[src/hdl/cmpt_pkg.sv]
// ----------------------------------------------------------------------------
// cmpt_pkg
// Shared types and constants for the prescaled compare timer: transfer
// payloads, action codes, configuration register indexes and reset values.
// ----------------------------------------------------------------------------
package cmpt_pkg;

    // default counter width
    localparam int COUNTER_WIDTH_DEF = 32;

    // action codes carried by an input transfer
    typedef enum logic [2:0] {
        ACT_TICK       = 3'd0,
        ACT_SCHEDULE   = 3'd1,
        ACT_READ_COUNT = 3'd2,
        ACT_READ_NEXT  = 3'd3,
        ACT_ACK        = 3'd4
    } action_t;

    // configuration register indexes
    typedef enum logic [1:0] {
        CFG_PRESCALER    = 2'd0,
        CFG_AUTO_RELOAD  = 2'd1,
        CFG_GUARD_TIME   = 2'd2,
        CFG_COUNT_ENABLE = 2'd3
    } cfg_index_t;

    // configuration reset values
    localparam logic [15:0] PRESCALER_RST    = 16'd1372;
    localparam logic [31:0] AUTO_RELOAD_RST  = 32'hFFFF_FFFF;
    localparam logic [15:0] GUARD_TIME_RST   = 16'd4;
    localparam logic        COUNT_ENABLE_RST = 1'b1;

    // configuration registers as seen by the timer core
    typedef struct packed {
        logic [15:0] prescaler;
        logic [31:0] auto_reload;
        logic [15:0] guard_time;
        logic        count_enable;
    } cfg_t;

    // input transfer payload
    typedef struct packed {
        logic [2:0]  action;
        logic [31:0] target_time;
    } in_item_t;

    // output transfer payload
    typedef struct packed {
        logic [31:0] read_data;
        logic        irq;
        logic        compare_flag;
    } out_item_t;

endpackage

[src/hdl/compare_timer_with_guarded_schedule.sv]
// ----------------------------------------------------------------------------
// compare_timer_with_guarded_schedule
// Prescaled up-counter with one compare channel, guarded scheduling and an
// interrupt flag, driven by a stream of tick/schedule/read/ack items.
// ----------------------------------------------------------------------------
// a result is registered in the output register, or in the skid on a stall
// throughput: one item per cycle while the skid stage is empty; the core updates its state in one pass
// a two-entry output buffer (output register plus skid) keeps input open
// while one result waits on a stalled output
// reset: asynchronous, clears timer state, output valids, and loads the
// configuration reset values
module compare_timer_with_guarded_schedule #(
    parameter int COUNTER_WIDTH = cmpt_pkg::COUNTER_WIDTH_DEF
) (
    input  logic                      clk,
    input  logic                      rst_n,
    input  logic                      in_valid,
    output logic                      in_stall,
    input  cmpt_pkg::in_item_t        in_data,
    output logic                      out_valid,
    input  logic                      out_stall,
    output cmpt_pkg::out_item_t       out_data,
    input  logic                      cfg_we,
    input  logic [1:0]                cfg_index,
    input  logic [31:0]               cfg_data
);
    import cmpt_pkg::*;

    cfg_t      cfg_reg;
    out_item_t result;
    out_item_t out_data_reg;
    out_item_t skid_data_reg;
    logic      out_valid_reg;
    logic      skid_valid_reg;
    logic      accept;
    logic      out_take;

    // handshake
    assign accept    = in_valid & ~skid_valid_reg;
    assign out_take  = out_valid_reg & ~out_stall;
    assign in_stall  = skid_valid_reg;
    assign out_valid = out_valid_reg;
    assign out_data  = out_data_reg;

    // configuration registers
    always_ff @(posedge clk or negedge rst_n)
    begin
        if (!rst_n)
        begin
            cfg_reg.prescaler    <= PRESCALER_RST;
            cfg_reg.auto_reload  <= AUTO_RELOAD_RST;
            cfg_reg.guard_time   <= GUARD_TIME_RST;
            cfg_reg.count_enable <= COUNT_ENABLE_RST;
        end
        else if (cfg_we)
        begin
            unique case (cfg_index_t'(cfg_index))
                CFG_PRESCALER:    cfg_reg.prescaler    <= cfg_data[15:0];
                CFG_AUTO_RELOAD:  cfg_reg.auto_reload  <= cfg_data;
                CFG_GUARD_TIME:   cfg_reg.guard_time   <= cfg_data[15:0];
                CFG_COUNT_ENABLE: cfg_reg.count_enable <= cfg_data[0];
                default:          cfg_reg              <= cfg_reg;
            endcase
        end
    end

    // timer core
    cmpt_core #(
        .CNT_W (COUNTER_WIDTH)
    ) u_core (
        .clk    (clk),
        .rst_n  (rst_n),
        .accept (accept),
        .item   (in_data),
        .cfg    (cfg_reg),
        .result (result)
    );

    // output register and skid stage valids
    always_ff @(posedge clk or negedge rst_n)
    begin
        if (!rst_n)
        begin
            out_valid_reg  <= 1'b0;
            skid_valid_reg <= 1'b0;
        end
        else if (!out_valid_reg || out_take)
        begin
            out_valid_reg  <= skid_valid_reg | accept;
            skid_valid_reg <= 1'b0;
        end
        else if (accept)
        begin
            skid_valid_reg <= 1'b1;
        end
    end

    // output register and skid stage payloads
    always_ff @(posedge clk)
    begin
        if (!out_valid_reg || out_take)
        begin
            if (skid_valid_reg)
            begin
                out_data_reg <= skid_data_reg;
            end
            else if (accept)
            begin
                out_data_reg <= result;
            end
        end
        else if (accept)
        begin
            skid_data_reg <= result;
        end
    end

    // skid entry is only occupied behind a full output register
    a_skid_behind_out: assert property (@(posedge clk) disable iff (!rst_n)
        skid_valid_reg |-> out_valid_reg)
        else $error("skid stage holds a result with output register empty");

    // a transfer arriving at a stalled full output lands in the skid stage
    a_skid_fill: assert property (@(posedge clk) disable iff (!rst_n)
        (accept && out_valid_reg && out_stall) |=> skid_valid_reg)
        else $error("result lost while output stalled");

    // interrupt is never shown without its compare flag
    a_irq_flag: assert property (@(posedge clk) disable iff (!rst_n)
        out_valid_reg |-> (!out_data_reg.irq || out_data_reg.compare_flag))
        else $error("irq without compare flag");

endmodule

[src/hdl/cmpt_core.sv]
// ----------------------------------------------------------------------------
// cmpt_core
// Timer state and per-item logic: prescaler, wrapping counter, compare
// match, guarded schedule and acknowledge. One item per accepted transfer.
// ----------------------------------------------------------------------------
module cmpt_core #(
    parameter int CNT_W = 32
) (
    input  logic               clk,
    input  logic               rst_n,
    input  logic               accept,
    input  cmpt_pkg::in_item_t item,
    input  cmpt_pkg::cfg_t     cfg,
    output cmpt_pkg::out_item_t result
);
    import cmpt_pkg::*;

    logic [15:0]      prescale_reg, prescale_next;
    logic [CNT_W-1:0] count_reg, count_next;
    logic [CNT_W-1:0] compare_reg, compare_next;
    logic [CNT_W-1:0] sched_reg, sched_next;
    logic             flag_reg, flag_next;
    logic             ien_reg, ien_next;

    logic [CNT_W-1:0] target_w;
    logic [CNT_W-1:0] guard_w;
    logic [CNT_W-1:0] reload_w;
    logic [CNT_W-1:0] step_count;
    logic [CNT_W-1:0] lead_diff;
    logic [CNT_W-1:0] sched_time;
    logic [31:0]      data;

    // operands at counter width
    assign target_w = CNT_W'(item.target_time);
    assign guard_w  = CNT_W'(cfg.guard_time);
    assign reload_w = CNT_W'(cfg.auto_reload);

    // counter step with wrap after the reload value
    assign step_count = (count_reg == reload_w) ? '0 : count_reg + 1'b1;

    // guarded schedule: keep target only if counter is before target - guard
    assign lead_diff  = count_reg - (target_w - guard_w);
    assign sched_time = lead_diff[CNT_W-1] ? target_w : count_reg + guard_w;

    // next state and result for one item
    always_comb
    begin
        prescale_next = prescale_reg;
        count_next    = count_reg;
        compare_next  = compare_reg;
        sched_next    = sched_reg;
        flag_next     = flag_reg;
        ien_next      = ien_reg;
        data          = '0;
        unique case (item.action)
            ACT_TICK:
            begin
                if (cfg.count_enable)
                begin
                    if (prescale_reg < cfg.prescaler)
                    begin
                        prescale_next = prescale_reg + 16'd1;
                    end
                    else
                    begin
                        prescale_next = '0;
                        count_next    = step_count;
                        if (step_count == compare_reg)
                        begin
                            flag_next = 1'b1;
                        end
                    end
                end
            end
            ACT_SCHEDULE:
            begin
                sched_next   = sched_time;
                compare_next = sched_time;
                flag_next    = 1'b0;
                ien_next     = 1'b1;
            end
            ACT_READ_COUNT:
            begin
                data = 32'(count_reg);
            end
            ACT_READ_NEXT:
            begin
                data = 32'(sched_reg);
            end
            ACT_ACK:
            begin
                if (flag_reg)
                begin
                    flag_next  = 1'b0;
                    ien_next   = 1'b0;
                    sched_next = '0;
                end
            end
            default:
            begin
                data = '0;
            end
        endcase
        result.read_data    = data;
        result.irq          = flag_next & ien_next;
        result.compare_flag = flag_next;
    end

    // timer state, updated on each accepted transfer
    always_ff @(posedge clk or negedge rst_n)
    begin
        if (!rst_n)
        begin
            prescale_reg <= '0;
            count_reg    <= '0;
            compare_reg  <= '0;
            sched_reg    <= '0;
            flag_reg     <= 1'b0;
            ien_reg      <= 1'b0;
        end
        else if (accept)
        begin
            prescale_reg <= prescale_next;
            count_reg    <= count_next;
            compare_reg  <= compare_next;
            sched_reg    <= sched_next;
            flag_reg     <= flag_next;
            ien_reg      <= ien_next;
        end
    end

endmodule
[config.mk]
export PLATFORM = sky130hd
export DESIGN_NAME = compare_timer_with_guarded_schedule
export DESIGN_NICKNAME = d
export VERILOG_FILES = /design/src/hdl/cmpt_pkg.sv /design/src/hdl/compare_timer_with_guarded_schedule.sv /design/src/hdl/cmpt_core.sv
export SDC_FILE = /design/constraint.sdc
export NUM_CORES = 1
export LEC_CHECK = 0
export ABC_CLOCK_PERIOD_IN_PS = 7900
export BUFFER_PORTS_ARGS = -buffer_cell sky130_fd_sc_hd__clkbuf_2
export CAP_MARGIN = 5
export CORE_ASPECT_RATIO = 1.25
export CORE_MARGIN = 2
export CORE_UTILIZATION = 60
export CTS_BUF_LIST = sky130_fd_sc_hd__clkbuf_4 sky130_fd_sc_hd__clkbuf_8 sky130_fd_sc_hd__clkbuf_16
export DETAILED_ROUTE_END_ITERATION = 6
export MAX_ROUTING_LAYER = met4
export PLACE_DENSITY = 0.8
export SLEW_MARGIN = 10
export SYNTH_ARGS = -nofsm -noshare
export SYNTH_HDL_FRONTEND = slang
export SYNTH_SLANG_ARGS = --single-unit
export TNS_END_PERCENT = 30
[constraint.sdc]
create_clock -name clk -period 7.9 [get_ports clk]
set_input_delay 1.975 -clock clk [delete_from_list [all_inputs] [get_ports clk]]
set_output_delay 1.975 -clock clk [all_outputs]
set_load 0.005 [all_outputs]
# Yosys cells after proc, flatten, opt, wreduce, memory -nomap -nowiden
# Index checks and enable logic that the tools add are counted.
# Widths: inputs -> output; s select.
# word_totals
register_bits	249
output_inout_bits	36
word_cells	76
inputBits	74
# classes
mux	16
reduce_logical	18
n_lt_le_gt_ge	1
n_bitwise	8
eq_ne	10
addsub	5
# op_table
cell	n
$pmux 32 s2	2
$mux 32	3
$mux 34	2
$eq 32x32->1	2
$add 32x1->32 const B	1
$add 32x16->32	1
$sub 32x16->32	1
$sub 32x32->32	1
$add 16x1->16 const B	1
$lt 16x16->1	1
$mux 16	1
$reduce_and 2->1	7
$eq 3x2->1 const B	2
$mux 1	6
$reduce_and 3->1	2
$reduce_bool 2->1	3
$eq 2x2->1 const B	2
$not 1->1	4
$pmux 1 s2	2
$reduce_and 4->1	1
$and 1x1->1	3
$eq 3x1->1 const B	1
$eq 3x3->1 const B	1
$logic_not 3->1	1
other kinds (7)	7

# Logic depth before layout (Yosys ltp)
# logic_depth
depth_word	10
depth_mapped	16
mapped_depth_nobuf	13

# Hierarchy
# Synthesis repeated with hierarchy kept, for this count alone.
# unflattened
cells_unflattened	1479
area_unflattened_um2	15369.7
# modules_own_cells
module	area_per_inst_um2	seq_area_each_um2	cells_per_inst	instances
cmpt_core	10346.2	2852.7	1225	1
compare_timer_with_guarded_schedule	5023.6	3768.6	254	1

# Worst setup path after synthesis
# OpenSTA, ideal clock, no wires.
# synth_path
path_type	input port to flip-flop
from	input in_data[24] in the netlist's numbering
to	register u_core.compare_reg[31]
arrival_ns	4.722
path_buffers	2
t_required_ns	7.766
path_stages	14
slack_ns	3.045
setup_time_ns	0.134
path_cell_list	inv_1 -> ha_1 -> ha_1 -> a21o_1 -> a21o_1 -> a221o_1 -> a221oi_1 -> nand4b_1 -> nand3_1 -> clkbuf_1 -> clkbuf_1 -> a21oi_1 -> o21ai_0 -> o21ai_0
# synth_via
elab_chain_cells	3
# synth_rtl
element	line	text
start, declared	compare_timer_with_guarded_schedule.sv:19	input cmpt_pkg::in_item_t in_data,
$sub 32x16->32	cmpt_core.sv:42	assign lead_diff = count_reg - (target_w - guard_w);
$sub 32x32->32	cmpt_core.sv:42	
$mux 32	cmpt_core.sv:43	assign sched_time = lead_diff[CNT_W-1] ? target_w : count_reg + guard_w;
end signal, assigned	cmpt_core.sv:125	compare_reg <= compare_next;
end, declared	cmpt_core.sv:20	logic [CNT_W-1:0] compare_reg, compare_next;
# Every way passes these cells.
# A chain may end at the register's enable or synchronous reset.

# Worst setup path in the final report
# layout_path
from	input in_data[24] in the netlist's numbering
to	register u_core.sched_reg[11]
# layout_via
elab_chain_cells	4
# layout_rtl
element	line	text
$sub 32x16->32	cmpt_core.sv:42	
$sub 32x32->32	cmpt_core.sv:42	
$mux 32	cmpt_core.sv:43	
$pmux 32 s2	cmpt_core.sv:55	unique case (item.action)
end signal, assigned	cmpt_core.sv:126	sched_reg <= sched_next;
end, declared	cmpt_core.sv:21	logic [CNT_W-1:0] sched_reg, sched_next;
# Every way passes these cells.

==> qor.txt <==
DRC Markers -> 0
Placed Area -> 15800 um2
LEAKAGE -> 7.68 nW
MaxCap Viol Count -> 0
Synthesized cell area -> 15100 um2
Slew HR -> 20.3%
Status -> complete, no violations
Critical setup path kind -> in2reg
Vias per cell -> 6.25
CP startpoint kind -> input port
CTS resizes -> 0
Crit-path max FO -> 48
Synth top area cells -> dfrtp_1, edfxtp_1, dfstp_2
Fillers -> 1885
Die width -> 146 um
Synth area leader -> dfrtp_1
Final HPWL DP -> 29.0 mm
Clock Tree Buf Depth -> 3
Post-synthesis sequential area ratio -> 43.9%
Cells after Synth -> 1524
CTS Sinks -> 249
Synth warnings -> 0
Post-synthesis area per instance -> 9.90 um2
Total power -> 3.54 mW
Finish-stage setup viols -> 0
Syn nets -> 1693
H-tree Lvls -> 1
Core ar. -> 24600 um2
Reg clk slew, reported paths -> 0.06 ns
First-pass GRT wire length -> 63.5 mm
Final Hold Vio Count -> 0
Number of port buffers -> 109
Final Skew -> 0.0145 ns
Period utilisation layout -> 72.6%
Routability cong. -> 0.956
Slew Limit Fails -> 0
Hold WS -> 0.477 ns
Count of state elements after synthesis -> 249
Row Count -> 64
Yosys cell types -> 78
Max FFs per register -> 65
Maximum vdd drop -> 0.251 mV
Vias -> 12100
Number of DRC markers in iteration 0 -> 946
Final Cell Area -> 16600 um2
Post-detailed-route wirelength per cell -> 20.4 um
HP Class -> reg2reg
Setup ws final -> 2.17 ns
Vias in the first global route -> 12100
Area of the multi-input gates -> 7750 um2
Worst-Margin Slew -> 1.19 ns
GR Util All Layers -> 31.0%
Setup TNS -> 0 ns
Area grow syn2layout -> 10.3%
Vert. Die Dim -> 181 um
PwrDens -> 212 nW/um2
Final worst path period need -> 5.73 ns
Reg area -> 6620 um2
Worst Setup End Kind -> flip-flop
Largest net degree at the start of global routing -> 81
Most frequent cells after synthesis -> nand2_1, dfrtp_1, o21ai_0
Final ANT Viol Nets -> 0
DRT Pass-1 Iters -> 6
Worst path arrival time -> 6.19 ns
Setup WS pre-CTS -> 1.81 ns
Grt ovf -> 0
F_max -> 174 MHz
Final net count -> 1753
Starting Density -> 61.4%
Post-synth top flop -> dfrtp_1
CTS tree -> yes
Clk_lat worst skew -> 0.53 ns
Die ar. -> 26500 um2
Worst EP required -> 8.36 ns
IO Count -> 110
Share of cells above drive strength 1 -> 19.5%
Initial antenna violation count -> 0
RSZ-0062 raised after global routing -> no
Post-CTS setup buffers -> 0
Hold_buf cts -> 0
Final wirelength -> 39.5 mm
Top-count cell post-synth -> nand2_1
Total CTS buffers -> 25
Yosys top cell area share -> 23.4%
EDFF count, synth -> 68
Clk root buf -> clkbuf_16
Ant. Diodes -> 0
Async S/R FF share, synth -> 72.7%
-- layout by cell type, fill, tap and decap left out, types with 9 or more instances in the layout --
| master | synthesis | routed |
|---|---|---|
| a211oi_1 | 13 | 13 |
| a21o_1 | 39 | 39 |
| a21oi_1 | 53 | 52 |
| a22o_1 | 36 | 36 |
| and3_1 | 9 | 9 |
| buf_4 | 2 | 15 |
| clkbuf_16 | 0 | 25 |
| clkbuf_2 | 0 | 108 |
| dfrtp_1 | 141 | 141 |
| dfstp_2 | 40 | 40 |
| edfxtp_1 | 68 | 68 |
| fa_1 | 16 | 16 |
| ha_1 | 79 | 79 |
| inv_1 | 105 | 105 |
| mux2_2 | 82 | 82 |
| mux2i_1 | 10 | 10 |
| nand2_1 | 154 | 154 |
| nand2b_1 | 9 | 9 |
| nand3_1 | 54 | 52 |
| nand4_1 | 18 | 18 |
| nor2_1 | 73 | 72 |
| nor2b_1 | 12 | 12 |
| nor3_1 | 36 | 35 |
| nor4_1 | 16 | 16 |
| o211ai_1 | 10 | 10 |
| o21a_1 | 14 | 14 |
| o21ai_0 | 125 | 125 |
| or3_1 | 17 | 17 |
| xnor2_1 | 31 | 31 |
| xor2_1 | 55 | 55 |
-- per-stage QoR --
step / utilization, % / cells
4_1_cts: 67.7 / 1932
3_3_place_gp: 64.4 / 1887
5_1_grt: 67.7 / 1932
6_report: 67.7 / 1932
3_5_place_dp: 64.4 / 1887
2_1_floorplan: - / 1524
-- per-layer routing --
metal / global-route usage [%] / vias up / wire length, um
li1: - / 5549 / -
met1: 38.9 / 5801 / 15800
met2: 48.7 / 580 / 18300
met3: 3.94 / 146 / 2770
met4: 17.9 / 0 / 2620
met5: - / - / 0
-- cells by family after synthesis --
logic type	synth area share [%]
AND/OR/NAND/NOR	14.9
buffers and inverters	5.08
adder cells (fa/ha/maj)	8.67
XOR/XNOR	5.14
flip-flops	43.9
multiplexers	6.78
AO/OA/AOI/OAI	15.6
-- cell type report --
cell class | count | area share [%]
tap | 330 | 2.48
multi-input combinational | 1079 | 46.5
clock buffer | 31 | 4.10
inverter | 105 | 2.37
timing repair buffer | 124 | 3.99
clock inverter | 14 | 0.767
sequential | 249 | 39.8
-- power by group --
group	switching, mW	internal, mW	leakage, nW
clock network	0.503	0.679	0.392
registers	0.136	1.52	2.87
logic	0.389	0.304	4.42
total	1.03	2.51	7.68
-- critical path, stage by stage --
cell	delay, ns
clkbuf_2	0.09
inv_1	0.04
ha_1	0.28
ha_1	0.32
a21o_1	0.19
a21o_1	0.18
a221o_1	0.34
a221oi_1	0.53
mux2i_1	0.28
nand3_2	0.08
buf_4	0.31
nor2_1	0.96
o311ai_0	0.43
nand3_1	0.19
-- path summary, 6_finish.rpt --
| kind | from | to | slack (ns) | cells past startpoint |
|---|---|---|---|---|
| min | u_core.sched_reg[31] | u_core.sched_reg[31] | 0.48 | 2 |
| max reg2reg | u_core.count_reg[24] | u_core.sched_reg[11] | 3.03 | 12 |
| max in group asynchronous | rst_n | cfg_reg[7] | 5.21 | 2 |
| min in group asynchronous | rst_n | u_core.count_reg[21] | 1.37 | 1 |
| min reg2reg | u_core.sched_reg[31] | u_core.sched_reg[31] | 0.48 | 2 |
| max | in_data[24] | u_core.sched_reg[11] | 2.17 | 14 |
No activity file was read; power rests on OpenSTA's default activity.
